===== src/rtl/smi_pkg.sv =====
package smi_pkg;

    localparam int ELEM_W        = 32;
    localparam int STORE_DEPTH   = 16;
    localparam int ADDR_W        = 4;
    localparam int POS_W         = 4;
    localparam int DIM_W         = 3;
    localparam int IDX_W         = 2;
    localparam int TERMS         = 24;
    localparam int TERM_W        = 5;
    localparam int CNT_W         = 5;
    localparam int MAX_DIM_DEF   = 4;
    localparam int FRAC_BITS_DEF = 16;
    localparam int DIM_RESET     = 4;

    typedef struct packed {
        logic              par;
        logic [3:0][1:0]   idx;
    } t_perm;

    typedef t_perm [TERMS-1:0] t_perm_tab;

    typedef struct packed {
        logic start;
        logic div;
    } t_mac_cmd;

    // term t of the leibniz sum; the first k! terms only permute the first k places
    function automatic t_perm_tab build_perm();
        t_perm_tab  tab;
        logic [1:0] p [4];
        logic [1:0] tmp;
        logic       par;
        int         d [4];
        for (int t = 0; t < TERMS; t++) begin
            for (int j = 0; j < 4; j++) begin
                p[j] = 2'(j);
            end
            par  = 1'b0;
            d[0] = 0;
            d[1] = t % 2;
            d[2] = (t / 2) % 3;
            d[3] = t / 6;
            for (int j = 1; j < 4; j++) begin
                if (d[j] != 0) begin
                    tmp         = p[j];
                    p[j]        = p[j - d[j]];
                    p[j - d[j]] = tmp;
                    par         = ~par;
                end
            end
            tab[t].par = par;
            for (int j = 0; j < 4; j++) begin
                tab[t].idx[j] = p[j];
            end
        end
        return tab;
    endfunction

    localparam t_perm_tab PERM_TAB = build_perm();

    function automatic logic [TERM_W-1:0] fact(input logic [DIM_W-1:0] k);
        logic [TERM_W-1:0] f;
        unique case (k)
            3'd2:    f = 5'd2;
            3'd3:    f = 5'd6;
            3'd4:    f = 5'd24;
            default: f = 5'd1;
        endcase
        return f;
    endfunction

endpackage


===== src/rtl/smi_mac.sv =====
module smi_mac #(
    parameter int AW        = 134,
    parameter int FRAC_BITS = 16
) (
    input  logic                      i_clk,
    input  logic                      i_rst_n,
    input  smi_pkg::t_mac_cmd         i_cmd,
    input  logic [AW-1:0]             i_a,
    input  logic [smi_pkg::ELEM_W-1:0] i_e,
    input  logic [AW-1:0]             i_num,
    input  logic [AW-1:0]             i_den,
    output logic                      o_done,
    output logic [AW-1:0]             o_prod,
    output logic [smi_pkg::ELEM_W-1:0] o_quot,
    output logic                      o_big
);
    import smi_pkg::*;

    localparam int NW = AW + 2 * FRAC_BITS;
    localparam int W  = AW + 2;
    localparam int CW = $clog2(NW);

    typedef enum logic [4:0] {
        M_IDLE = 5'b00001,
        M_MUL  = 5'b00010,
        M_NEG  = 5'b00100,
        M_DIV  = 5'b01000,
        M_DONE = 5'b10000
    } t_mstate;

    t_mstate            r_state, n_state;
    logic [AW-1:0]      r_acc;
    logic [AW-1:0]      r_m;
    logic [ELEM_W-1:0]  r_e;
    logic               r_eneg;
    logic [CW-1:0]      r_cnt;
    logic [AW-1:0]      r_rem;
    logic [NW-1:0]      r_num;
    logic [AW-1:0]      r_den;
    logic [ELEM_W-1:0]  r_q;
    logic               r_big;

    logic [W-1:0]       add_a, add_b, sum;
    logic               add_sub;
    logic [AW:0]        shifted;
    logic               ge;

    assign shifted = {r_rem, r_num[NW-1]};

    always_comb begin
        add_a   = '0;
        add_b   = '0;
        add_sub = 1'b0;
        unique case (r_state)
            M_MUL: begin
                add_a = {2'b00, r_acc};
                add_b = {2'b00, r_m};
            end
            M_NEG: begin
                add_b   = {2'b00, r_acc};
                add_sub = 1'b1;
            end
            M_DIV: begin
                add_a   = {1'b0, shifted};
                add_b   = {2'b00, r_den};
                add_sub = 1'b1;
            end
            default: begin
                add_a = '0;
            end
        endcase
        sum = add_a + (add_b ^ {W{add_sub}}) + W'(add_sub);
    end

    assign ge = ~sum[W-1];

    always_comb begin
        n_state = r_state;
        unique case (r_state)
            M_IDLE: begin
                if (i_cmd.start) begin
                    n_state = i_cmd.div ? M_DIV : M_MUL;
                end
            end
            M_MUL: begin
                if (r_cnt == CW'(ELEM_W - 1)) begin
                    n_state = r_eneg ? M_NEG : M_DONE;
                end
            end
            M_NEG:   n_state = M_DONE;
            M_DIV: begin
                if (r_cnt == CW'(NW - 1)) begin
                    n_state = M_DONE;
                end
            end
            default: n_state = M_IDLE;
        endcase
    end

    always_ff @(posedge i_clk) begin
        if (!i_rst_n) begin
            r_state <= M_IDLE;
        end else begin
            r_state <= n_state;
        end
    end

    always_ff @(posedge i_clk) begin
        unique case (r_state)
            M_IDLE: begin
                r_cnt <= '0;
                if (i_cmd.start) begin
                    r_acc  <= '0;
                    r_m    <= i_a;
                    r_e    <= i_e[ELEM_W-1] ? (ELEM_W'(0) - i_e) : i_e;
                    r_eneg <= i_e[ELEM_W-1];
                    r_rem  <= '0;
                    r_num  <= NW'(i_num) << (2 * FRAC_BITS);
                    r_den  <= i_den;
                    r_q    <= '0;
                    r_big  <= 1'b0;
                end
            end
            M_MUL: begin
                if (r_e[0]) begin
                    r_acc <= sum[AW-1:0];
                end
                r_m   <= r_m << 1;
                r_e   <= r_e >> 1;
                r_cnt <= r_cnt + 1'b1;
            end
            M_NEG: begin
                r_acc <= sum[AW-1:0];
            end
            M_DIV: begin
                r_rem <= ge ? sum[AW-1:0] : shifted[AW-1:0];
                r_num <= r_num << 1;
                r_big <= r_big | r_q[ELEM_W-1];
                r_q   <= {r_q[ELEM_W-2:0], ge};
                r_cnt <= r_cnt + 1'b1;
            end
            default: begin
                r_cnt <= '0;
            end
        endcase
    end

    assign o_done = (r_state == M_DONE);
    assign o_prod = r_acc;
    assign o_quot = r_q;
    assign o_big  = r_big;

endmodule


===== src/rtl/small_matrix_inverse.sv =====
// Inverts a square matrix of 1 to 4 rows (dimension register, 0 acts as 1, larger
// values as the maximum) by adjugate over determinant. Elements of signed Q16.16
// come in row-major, one per request; after the last one the block accepts nothing
// until every result has been taken. Results leave row-major with their position;
// a zero determinant gives a single result with the singular flag. Determinant and
// cofactors are exact Leibniz sums built by one shared shift-add unit, which also
// performs each division; an output stall holds the block. Writing the dimension
// restarts collection.
module small_matrix_inverse #(
    parameter int MAX_DIM   = smi_pkg::MAX_DIM_DEF,
    parameter int FRAC_BITS = smi_pkg::FRAC_BITS_DEF
) (
    input  logic                       i_clk,
    input  logic                       i_rst_n,
    input  logic                       i_cfg_wr_en,
    input  logic [smi_pkg::DIM_W-1:0]  i_cfg_wr_data,   // dimension
    input  logic                       i_s_axis_tvalid,
    output logic                       o_s_axis_tready,
    input  logic [31:0]                i_s_axis_tdata,  // element
    output logic                       o_m_axis_tvalid,
    input  logic                       i_m_axis_tready,
    output logic [39:0]                o_m_axis_tdata,  // value, position, zero fill
    output logic [1:0]                 o_m_axis_tuser,  // singular, saturated
    output logic                       o_m_axis_tlast
);
    import smi_pkg::*;

    localparam int AW = ELEM_W * MAX_DIM + 6;

    typedef enum logic [7:0] {
        S_LOAD  = 8'b0000_0001,
        S_TERM  = 8'b0000_0010,
        S_ISSUE = 8'b0000_0100,
        S_MUL   = 8'b0000_1000,
        S_ACC   = 8'b0001_0000,
        S_FIN   = 8'b0010_0000,
        S_DIV   = 8'b0100_0000,
        S_OUT   = 8'b1000_0000
    } t_state;

    t_state               r_state, n_state;
    logic [DIM_W-1:0]     r_dim;
    logic [CNT_W-1:0]     r_cnt;
    logic [ELEM_W-1:0]    r_mem [STORE_DEPTH];
    logic [ELEM_W-1:0]    r_rd;
    logic                 r_det;
    logic [IDX_W-1:0]     r_r, r_c;
    logic [TERM_W-1:0]    r_t;
    logic [DIM_W-1:0]     r_i;
    logic [AW-1:0]        r_prod;
    logic [AW-1:0]        r_acc;
    logic [AW-1:0]        r_den;
    logic                 r_dneg;
    logic                 r_nneg;
    logic [ELEM_W-1:0]    r_val;
    logic [POS_W-1:0]     r_pos;
    logic                 r_sing, r_sat, r_last;

    logic [DIM_W-1:0]     dim_n;
    logic [DIM_W-1:0]     k;
    logic [CNT_W-1:0]     total;
    logic [DIM_W-1:0]     skip_r, skip_c;
    t_perm                perm;
    logic [IDX_W-1:0]     row_j, col_j;
    logic [DIM_W-1:0]     row, col;
    logic [ADDR_W-1:0]    addr;
    logic                 in_acc;
    logic                 last_elem;
    logic                 last_term;
    logic [AW-1:0]        acc_mag;
    logic                 qneg;
    t_mac_cmd             cmd;
    logic                 mac_done;
    logic [AW-1:0]        mac_prod;
    logic [ELEM_W-1:0]    mac_quot;
    logic                 mac_big;
    logic [ELEM_W-1:0]    val_n;
    logic                 sat_n;
    logic                 res_last;

    always_comb begin
        if (r_dim == '0) begin
            dim_n = DIM_W'(1);
        end else if (r_dim > DIM_W'(MAX_DIM)) begin
            dim_n = DIM_W'(MAX_DIM);
        end else begin
            dim_n = r_dim;
        end
    end

    assign k         = r_det ? dim_n : dim_n - 1'b1;
    assign total     = CNT_W'(dim_n) * CNT_W'(dim_n);
    assign skip_r    = r_det ? DIM_W'(4) : {1'b0, r_c};
    assign skip_c    = r_det ? DIM_W'(4) : {1'b0, r_r};
    assign perm      = PERM_TAB[r_t];
    assign row_j     = r_i[IDX_W-1:0];
    assign col_j     = perm.idx[row_j];
    assign row       = {1'b0, row_j} + DIM_W'({1'b0, row_j} >= skip_r);
    assign col       = {1'b0, col_j} + DIM_W'({1'b0, col_j} >= skip_c);
    assign addr      = ADDR_W'(row) * ADDR_W'(dim_n) + ADDR_W'(col);
    assign in_acc    = i_s_axis_tvalid && (r_state == S_LOAD);
    assign last_elem = (CNT_W'(r_cnt + 1'b1) >= total);
    assign last_term = (r_t == fact(k) - 1'b1);
    assign acc_mag   = r_acc[AW-1] ? (AW'(0) - r_acc) : r_acc;
    assign qneg      = r_nneg ^ r_dneg;
    assign res_last  = ({1'b0, r_r} == dim_n - 1'b1) && ({1'b0, r_c} == dim_n - 1'b1);

    assign cmd.start = (r_state == S_ISSUE) || (r_state == S_FIN && !r_det);
    assign cmd.div   = (r_state == S_FIN);

    always_comb begin
        sat_n = 1'b0;
        if (qneg) begin
            if (mac_big || mac_quot > 32'h8000_0000) begin
                val_n = 32'h8000_0000;
                sat_n = 1'b1;
            end else begin
                val_n = ELEM_W'(0) - mac_quot;
            end
        end else begin
            if (mac_big || mac_quot[ELEM_W-1]) begin
                val_n = 32'h7FFF_FFFF;
                sat_n = 1'b1;
            end else begin
                val_n = mac_quot;
            end
        end
    end

    smi_mac #(
        .AW        (AW),
        .FRAC_BITS (FRAC_BITS)
    ) u_mac (
        .i_clk   (i_clk),
        .i_rst_n (i_rst_n),
        .i_cmd   (cmd),
        .i_a     (r_prod),
        .i_e     (r_rd),
        .i_num   (acc_mag),
        .i_den   (r_den),
        .o_done  (mac_done),
        .o_prod  (mac_prod),
        .o_quot  (mac_quot),
        .o_big   (mac_big)
    );

    always_comb begin
        n_state = r_state;
        unique case (r_state)
            S_LOAD:  if (in_acc && last_elem) n_state = S_TERM;
            S_TERM:  n_state = (r_i == k) ? S_ACC : S_ISSUE;
            S_ISSUE: n_state = S_MUL;
            S_MUL:   if (mac_done) n_state = S_TERM;
            S_ACC:   n_state = last_term ? S_FIN : S_TERM;
            S_FIN: begin
                if (r_det) begin
                    n_state = (r_acc == '0) ? S_OUT : S_TERM;
                end else begin
                    n_state = S_DIV;
                end
            end
            S_DIV:   if (mac_done) n_state = S_OUT;
            S_OUT: begin
                if (i_m_axis_tready) begin
                    n_state = r_last ? S_LOAD : S_TERM;
                end
            end
            default: n_state = S_LOAD;
        endcase
    end

    always_ff @(posedge i_clk) begin
        if (!i_rst_n) begin
            r_state <= S_LOAD;
            r_dim   <= DIM_W'(DIM_RESET);
            r_cnt   <= '0;
        end else begin
            r_state <= n_state;
            if (i_cfg_wr_en) begin
                r_dim <= i_cfg_wr_data;
                r_cnt <= '0;
            end else if (in_acc) begin
                r_cnt <= last_elem ? '0 : r_cnt + 1'b1;
            end
        end
    end

    always_ff @(posedge i_clk) begin
        if (in_acc) begin
            r_mem[r_cnt[ADDR_W-1:0]] <= i_s_axis_tdata;
        end
        if (r_state == S_TERM) begin
            r_rd <= r_mem[addr];
        end
    end

    always_ff @(posedge i_clk) begin
        unique case (r_state)
            S_LOAD: begin
                r_det  <= 1'b1;
                r_r    <= '0;
                r_c    <= '0;
                r_t    <= '0;
                r_i    <= '0;
                r_prod <= AW'(1);
                r_acc  <= '0;
            end
            S_MUL: begin
                if (mac_done) begin
                    r_prod <= mac_prod;
                    r_i    <= r_i + 1'b1;
                end
            end
            S_ACC: begin
                r_acc  <= perm.par ? r_acc - r_prod : r_acc + r_prod;
                r_prod <= AW'(1);
                r_i    <= '0;
                if (!last_term) begin
                    r_t <= r_t + 1'b1;
                end
            end
            S_FIN: begin
                r_t <= '0;
                if (r_det) begin
                    r_den  <= acc_mag;
                    r_dneg <= r_acc[AW-1];
                    r_det  <= 1'b0;
                    r_acc  <= '0;
                    r_val  <= '0;
                    r_pos  <= '0;
                    r_sing <= 1'b1;
                    r_sat  <= 1'b0;
                    r_last <= 1'b1;
                end else begin
                    r_nneg <= r_acc[AW-1] ^ r_r[0] ^ r_c[0];
                end
            end
            S_DIV: begin
                if (mac_done) begin
                    r_val  <= val_n;
                    r_sat  <= sat_n;
                    r_sing <= 1'b0;
                    r_pos  <= POS_W'(r_r) * POS_W'(dim_n) + POS_W'(r_c);
                    r_last <= res_last;
                end
            end
            S_OUT: begin
                if (i_m_axis_tready) begin
                    r_acc  <= '0;
                    r_prod <= AW'(1);
                    r_i    <= '0;
                    r_t    <= '0;
                    if ({1'b0, r_c} == dim_n - 1'b1) begin
                        r_c <= '0;
                        r_r <= r_r + 1'b1;
                    end else begin
                        r_c <= r_c + 1'b1;
                    end
                end
            end
            default: begin
                r_t <= r_t;
            end
        endcase
    end

    assign o_s_axis_tready = (r_state == S_LOAD);
    assign o_m_axis_tvalid = (r_state == S_OUT);
    assign o_m_axis_tdata  = {4'b0000, r_pos, r_val};
    assign o_m_axis_tuser  = {r_sat, r_sing};
    assign o_m_axis_tlast  = r_last;

endmodule

===== config.mk =====
export PLATFORM = sky130hd
export DESIGN_NAME = small_matrix_inverse
export DESIGN_NICKNAME = d
export VERILOG_FILES = /design/src/rtl/smi_pkg.sv /design/src/rtl/smi_mac.sv /design/src/rtl/small_matrix_inverse.sv
export SDC_FILE = /design/constraint.sdc
export NUM_CORES = 2
export LEC_CHECK = 0
export BUFFER_PORTS_ARGS = -buffer_cell sky130_fd_sc_hd__buf_2
export CORE_MARGIN = 1.5
export CORE_UTILIZATION = 65
export CTS_CLUSTER_DIAMETER = 40
export CTS_CLUSTER_SIZE = 20
export DETAILED_ROUTE_END_ITERATION = 10
export PLACE_DENSITY_LB_ADDON = 0.25
export SYNTH_ARGS = -nofsm -noshare
export SYNTH_HDL_FRONTEND = slang
export SYNTH_SLANG_ARGS = --single-unit

===== constraint.sdc =====
create_clock -name i_clk -period 46.2 [get_ports i_clk]
set_input_delay 2.31 -clock i_clk [delete_from_list [all_inputs] [get_ports i_clk]]
set_output_delay 2.31 -clock i_clk [all_outputs]
set_load 0.03 [all_outputs]

# [Yosys cells after proc, flatten, opt, wreduce, memory -nomap -nowiden]
# Memories as Yosys holds them, arrays and structs flattened. A register that Yosys moved wholly into a read port is not among the register bits.
# Cells that the tools add are included.
[totals] output_inout_bits=45 latchBits=0 rom_bits=288 in_bits=40 ram_bits=512 reg_bits=1253 mem_count=2 elab_cells=229
[memory_table] name="r_mem" words=16 word_bits=32 rd=1 rd_clocked_by_memory_dff=1 write_ports=1 line="small_matrix_inverse.sv:44" text="logic [ELEM_W-1:0] r_mem [STORE_DEPTH];"
[memory_table] name="(no name shown)" words=32 word_bits=9 rd=1 rd_clocked_by_memory_dff=1 write_ports=0 line="small_matrix_inverse.sv:95" text="assign perm = PERM_TAB[r_t];"
[classes] n_mul=3 addsub=19 shifts=0 bitwise=8 eq_ne=33 reduce_logical=38 div=0 order_cmp=7 muxes=90
[op_table] cell="$mux W134" count=10
[op_table] cell="$pmux W134 S3" count=3
[op_table] cell="$pmux W134 S2" count=2
[op_table] cell="$pmux W134 S4" count=1
[op_table] cell="$pmux W166 S2" count=1
[op_table] cell="$pmux W135 S2" count=1
[op_table] cell="$mux W32" count=8
[op_table] cell="$pmux W32 S2" count=3
[op_table] cell="$mux W166" count=1
[op_table] cell="$add A135 B136 Y136" count=1
[op_table] cell="$add A136 B1 Y136" count=1
[op_table] cell="$xor A134 B136 Y136" count=1
[op_table] cell="$add A134 B134 Y134" count=1
[op_table] cell="$logic_not A134 Y1" count=1
[op_table] cell="$sub A1 B134 Y134 const A" count=1
[op_table] cell="$sub A134 B134 Y134" count=1
[op_table] cell="$pmux W8 S8" count=1
[op_table] cell="$sub A1 B32 Y32 const A" count=2
[op_table] cell="$mux W8" count=6
[op_table] cell="$mux W5" count=9
[op_table] cell="$gt A32 B32 Y1 const B" count=1
[op_table] cell="$pmux W5 S3" count=2
[op_table] cell="$mux W3" count=7
[op_table] cell="$reduce_and A3 Y1" count=7
[op_table] cell="other kinds (62)" count=126

# [Depth between registers and ports, before layout]
[logic_depth] ltp_word=12 mapped_depth=27 ltp_nobuf=25

# [By module]
# Synthesis repeated with hierarchy kept, for this count alone.
[hier_totals] cells_unflattened=8766 hier_area_um2=96507.6
[by_module_without_submodules] mod="small_matrix_inverse" area_per_inst_um2=54089.4 seq_area_each_um2=30529.3 instances=1 cells_each=4411
[by_module_without_submodules] mod="smi_mac" area_per_inst_um2=42418.2 seq_area_each_um2=22441.5 instances=1 cells_each=4355

# [Least setup slack after synthesis]
# Ideal clock, no wire load.
[synth_timing] path_type="flip-flop to flip-flop" start="register r_state[1]" end="register u_mac.r_big, in the netlist u_mac.o_big, enable pin" synth_period_minus_slack_ps=17070 t_required_ps=45135 path_slack_ps=29130 stages_incl_launch_ff=9 n_path_buf=0 setup_ps=1065 t_arrival_ps=16006 path_cell_list="dfxtp_1 > nor3_1 > nand2_1 > nor3b_1 > inv_1 > nor2_1 > nor2_1 > and2_1 > a21oi_1"
[synth_between] elab_chain_len=5 word_cells_on_any_way=6 classes_between="eq/ne: 3; reduce/logical: 3"
[synth_lines] element="start: declaration" line="small_matrix_inverse.sv:41" text="t_state r_state, n_state;"
[synth_lines] element="start signal: assignment" line="small_matrix_inverse.sv:178" text="r_state <= n_state;"
[synth_lines] element="$eq A8 B6 Y1" line="small_matrix_inverse.sv:108" text="assign cmd.start = (r_state == S_ISSUE) || (r_state == S_FIN && !r_det);"
[synth_lines] element="$logic_and A1 B1 Y1" line="small_matrix_inverse.sv:108"
[synth_lines] element="$logic_or A1 B1 Y1 (*)" line="small_matrix_inverse.sv:108"
[synth_lines] element="$ne A2 B2 Y1 (no line) (*)"
[synth_lines] element="$reduce_and A2 Y1 (no line) (*)"
[synth_lines] element="end signal: assignment" line="smi_mac.sv:138" text="r_big <= r_big | r_q[ELEM_W-1];"
[synth_lines] element="end: declaration" line="smi_mac.sv:41" text="logic r_big;"
# Mark *: on every way between the ends. The rest lies on a longest branch, timed or not.
# A chain may end at the register's enable or synchronous reset.

# [Final worst setup path]
[layout_timing] start="register u_mac.r_state[0]" end="register u_mac.r_rem[132], data pin"
[layout_between] elab_chain_len=8 word_cells_on_any_way=13 classes_between="add/sub: 2; eq/ne: 4; mux: 5; bitwise: 1; reduce/logical: 1"
[layout_lines] element="start: declaration" line="smi_mac.sv:31" text="t_mstate r_state, n_state;"
[layout_lines] element="start signal: assignment" line="smi_mac.sv:104" text="r_state <= n_state;"
[layout_lines] element="$eq A5 B3 Y1 or $eq A5 B4 Y1 (tied branches)" line="smi_mac.sv:54, smi_mac.sv:109"
[layout_lines] element="$reduce_or A2 Y1 (no line)"
[layout_lines] element="$mux W1" line="smi_mac.sv:54" text="unique case (r_state)"
[layout_lines] element="$xor A134 B136 Y136" line="smi_mac.sv:72" text="sum = add_a + (add_b ^ {W{add_sub}}) + W'(add_sub);"
[layout_lines] element="$add A135 B136 Y136" line="smi_mac.sv:72"
[layout_lines] element="$add A136 B1 Y136" line="smi_mac.sv:72"
[layout_lines] element="$mux W134" line="smi_mac.sv:136" text="r_rem <= ge ? sum[AW-1:0] : shifted[AW-1:0];"
[layout_lines] element="$pmux W134 S2 (*)" line="smi_mac.sv:109" text="unique case (r_state)"
[layout_lines] element="end signal: assignment" line="smi_mac.sv:136"
[layout_lines] element="end: declaration" line="smi_mac.sv:37" text="logic [AW-1:0] r_rem;"
# Marks and branches as above.

==> key figures <==
Status
  – Outcome: finished with violations
  – Failing checks: capacitance limit, slew limit

STA
  – Unrepaired setup endpoints after global routing: false
  – Final setup vio count: 0
  – Period utilization: approximately a fifth
  – FMAX: 110 MHz
  – Period minus WS final: between 9 and 10 ns
  – Fin. max-slew vios: 4
  – Worst slew margin: -3.07%
  – Final hold vios: 0
  – Setup Skew: just under 0.09 ns
  – Pin slew with the least headroom to its limit: roughly 1.5 ns
  – Setup TNS: 0 ns
  – Hold slack final: around 0.39 ns

CTS
  – TritonCTS buffer count: ~230
  – Number of setup buffers added after CTS: 0
  – Resized Gates After CTS: 0
  – Clock Sinks: 1774
  – Clock buffer depth: 3
  – Clk slew on worst S/H paths: 0.06 ns
  – CTS tree: built
  – Skew-Pair Late Insertion Delay: ~0.91 ns
  – # H-tree levels: 4
  – Post-CTS Hold Fix Bufs: 0
  – Root Buffer: clkbuf_16

Die
  – Core Region: ~150000 um^2
  – Number of placed I/O pins: 85
  – Total die area: roughly 150000 um^2
  – Site Rows: 140
  – Starting Density: 65.5%
  – Die boundary height: slightly below 400 um
  – Die Span X: roughly 390 um

Placed design
  – Dpl cells: 10100
  – Gpl congestion: 1.06
  – Dpl cell area: approximately 100000 um^2
  – Hpwl dp: just under 200000 um
  – Buffers on Ports: 80

Critical path
  – Critical path required time: 46.79 ns
  – Worst path arrival time: between 9 and 10 ns
  – CP Max Fanout: between 90 and 100
  – Setup CP Type: flip-flop to flip-flop
  – CP Capture Type: flip-flop
  – Critical path launch point type: flip-flop

Power and ir drop
  – Power Density: between 50 and 60 nW/um^2
  – Logic pwr share: around a third
  – Pint: about 3800 uW
  – Clock share of power: about a third
  – Seq pwr share: 36.3%
  – P_sw: around 2200 uW
  – Leakage power: between 0.03 and 0.04 uW
  – Worst vdd ir: 0.0706 mV
  – Switching part of the total power: 36.7%

Cells and area
  – Post-route insts no fill: approximately 11000
  – Fin nets: 8813
  – Number of fill cells in the layout: about 9600
  – Share of cells above drive strength 1: approximately a tenth
  – Area Overhead vs Synth: 10.9%
  – Design area: 106000 um^2

Global route
  – Initial antenna violation count: 19
  – GRT overflow: 0
  – Number of global-route vias before repair: between 60000 and 70000
  – Total Routing Usage GR: between 30% and 40%
  – Largest net degree at the start of global routing: between 150 and 200
  – First-pass GRT wire length: ~440000 um

Yosys
  – Mapped Avg Cell Area: around 11 um^2
  – Synth top area share: between 50% and 60%
  – Number of synthesized flops with an enable pin: around 1700
  – Yosys reg bits: ~1800
  – Synth area leader: edfxtp_1
  – FFs w/ async S/R, synth: 0%
  – Synth Warn #: 0
  – Post-Syn Area: between 90000 and 100000 um^2
  – Synth top area cells: edfxtp_1 55%, ha_1 4.1%, a21oi_1 4.0%
  – Seq/Total Area, Yosys: a little under three fifths
  – Most used DFF post-synth: edfxtp_1
  – Post-Synthesis Cells: ~8500
  – Library cells used by synthesis: 89

Job
  – Max-cap viol count: 1

Routing
  – Initial DRC count: about 11000
  – Final WL: ~300000 um
  – Routed Antenna Nets: 0
  – DRT Pass-1 Iters: 9
  – Wirelength per Cell: between 20 and 30 um
  – DRC Markers: 0
  – DR vias: approximately 74000
  – DR vias/cell: between 6 and 7

Hold path
  – Hold WC Path Type: flip-flop to flip-flop
path summary, 6_finish.rpt:
path / startpoint / end / slack (ns) / cells past startpoint
setup / recovery: u_mac.r_state[0]$_SDFFE_PN1P_ / u_mac.r_rem[132]$_SDFFCE_PP0P_ / 37.11 / 21
hold / removal: r_den[68]$_DFFE_PP_ / u_mac.r_den[68]$_DFFE_PP_ / 0.39 / 0
setup reg to reg: u_mac.r_state[0]$_SDFFE_PN1P_ / u_mac.r_rem[132]$_SDFFCE_PP0P_ / 37.11 / 21
hold reg to reg: r_den[68]$_DFFE_PP_ / u_mac.r_den[68]$_DFFE_PP_ / 0.39 / 0
state kept, by name, summed over array words and instances, names as in the netlist, 8 cells and up:
name,cells
u_mac.r_cnt,8
r_acc,134
r_mem,512
r_den,134
r_rd,32
u_mac.r_num,134
r_state,8
u_mac.r_rem,134
r_prod,134
r_val,32
u_mac.o_prod,134
u_mac.r_den,134
perm,9
u_mac.o_quot,32
u_mac.r_m,134
u_mac.r_e,32
power groups by stage:
stage,Sequential [uW],Clock (uW),Combinational [uW]
2_1_floorplan,2150,0,1330
3_3_place_gp,2170,0,1770
3_5_place_dp,2170,0,1810
4_1_cts,2140,1890,1860
5_1_grt,2160,1950,2030
6_report,2160,1890,1900
layout make-up:
type | instances | area (um^2) | area share, %
Tap cell | 1917 | 2400 | 2.27
Timing Repair Buffer | 180 | 1240 | 1.17
Inverter | 168 | 636 | 0.600
Multi-Input combinational cell | 6104 | 40400 | 38.2
Clock buffer | 233 | 5700 | 5.39
Antenna cell | 8 | 20.0 | 0.0189
Sequential cell | 1774 | 53000 | 50.0
Clock inverter | 195 | 2490 | 2.35
cell usage in the layout, fill, tap and decap left out, drive strengths merged, types with 33 or more instances in the layout:
cell type  instances
edfxtp          1744
nor2             944
nand2            868
a21oi            757
o21ai            524
xnor2            421
ha               312
a22o             255
inv              248
clkbuf           233
and2             196
buf              180
xor2             167
mux4             162
a21o             152
nor3             142
nand4            133
a31oi             97
o21bai            91
nand3             89
clkinv            80
or3               73
nor4              66
o31ai             66
mux2              55
nand2b            53
or4               36
and3              35
nor2b             34
o41ai             33
layer usage:
layer | global-route usage [%] | routed length [um] | part of all wire, %
met5 | 0 | 91 | 0.031
met2 | 60.3 | 133000 | 45
met1 | 53.0 | 109000 | 37
met4 | 17.8 | 15000 | 5.1
met3 | 10.2 | 38200 | 13
Yosys cell counts, types with 142 or more instances:
cell type	count
edfxtp_1	1744
nor2_1	941
nand2_1	868
a21oi_1	757
o21ai_0	518
clkbuf_1	435
xnor2_1	421
ha_1	312
a22o_1	255
and2_1	196
xor2_1	167
inv_1	166
mux4_2	162
a21o_1	152
nor3_1	142
worst max-delay path: stages, from the launching register on:
cell and delay [ns]:
dfxtp_1 0.37, or3_1 0.45, nor3b_2 0.98, buf_4 0.94
a22o_1 0.27, a21oi_1 0.05, ha_1 0.42, and3_1 0.25
o21ai_0 0.16, a2111oi_0 0.45, buf_4 0.21, o2111ai_1 0.16
a2111oi_1 0.47, buf_2 0.29, nor2_1 0.08, buf_4 0.20
nor4_1 1.25, a2111oi_0 0.29, o31ai_1 0.97, a31oi_1 0.22
xor2_1 0.24, a21oi_1 0.09
per-stage QoR:
stage	setup WS [ns]	power, uW	util (%)
after floorplan	29.13	3480	-
after global placement	36.81	3940	67.0
after detailed placement	37.74	3990	67.0
after CTS	37.71	5890	72.6
after global routing	36.99	6140	72.7
final	37.11	5940	72.7
cell families after synthesis:
kind of cell / Yosys count / synth area share, %
AND/OR/NAND/NOR: 2776 / 13.5
multiplexers: 232 / 4.63
AO/OA/AOI/OAI: 2184 / 14.3
XOR/XNOR: 588 / 5.39
buffers and inverters: 636 / 2.53
adder cells (fa/ha/maj): 319 / 4.24
other: 1 / 0.00393
flip-flops: 1774 / 55.5
Note: power is estimated with default switching activity, not from simulation.
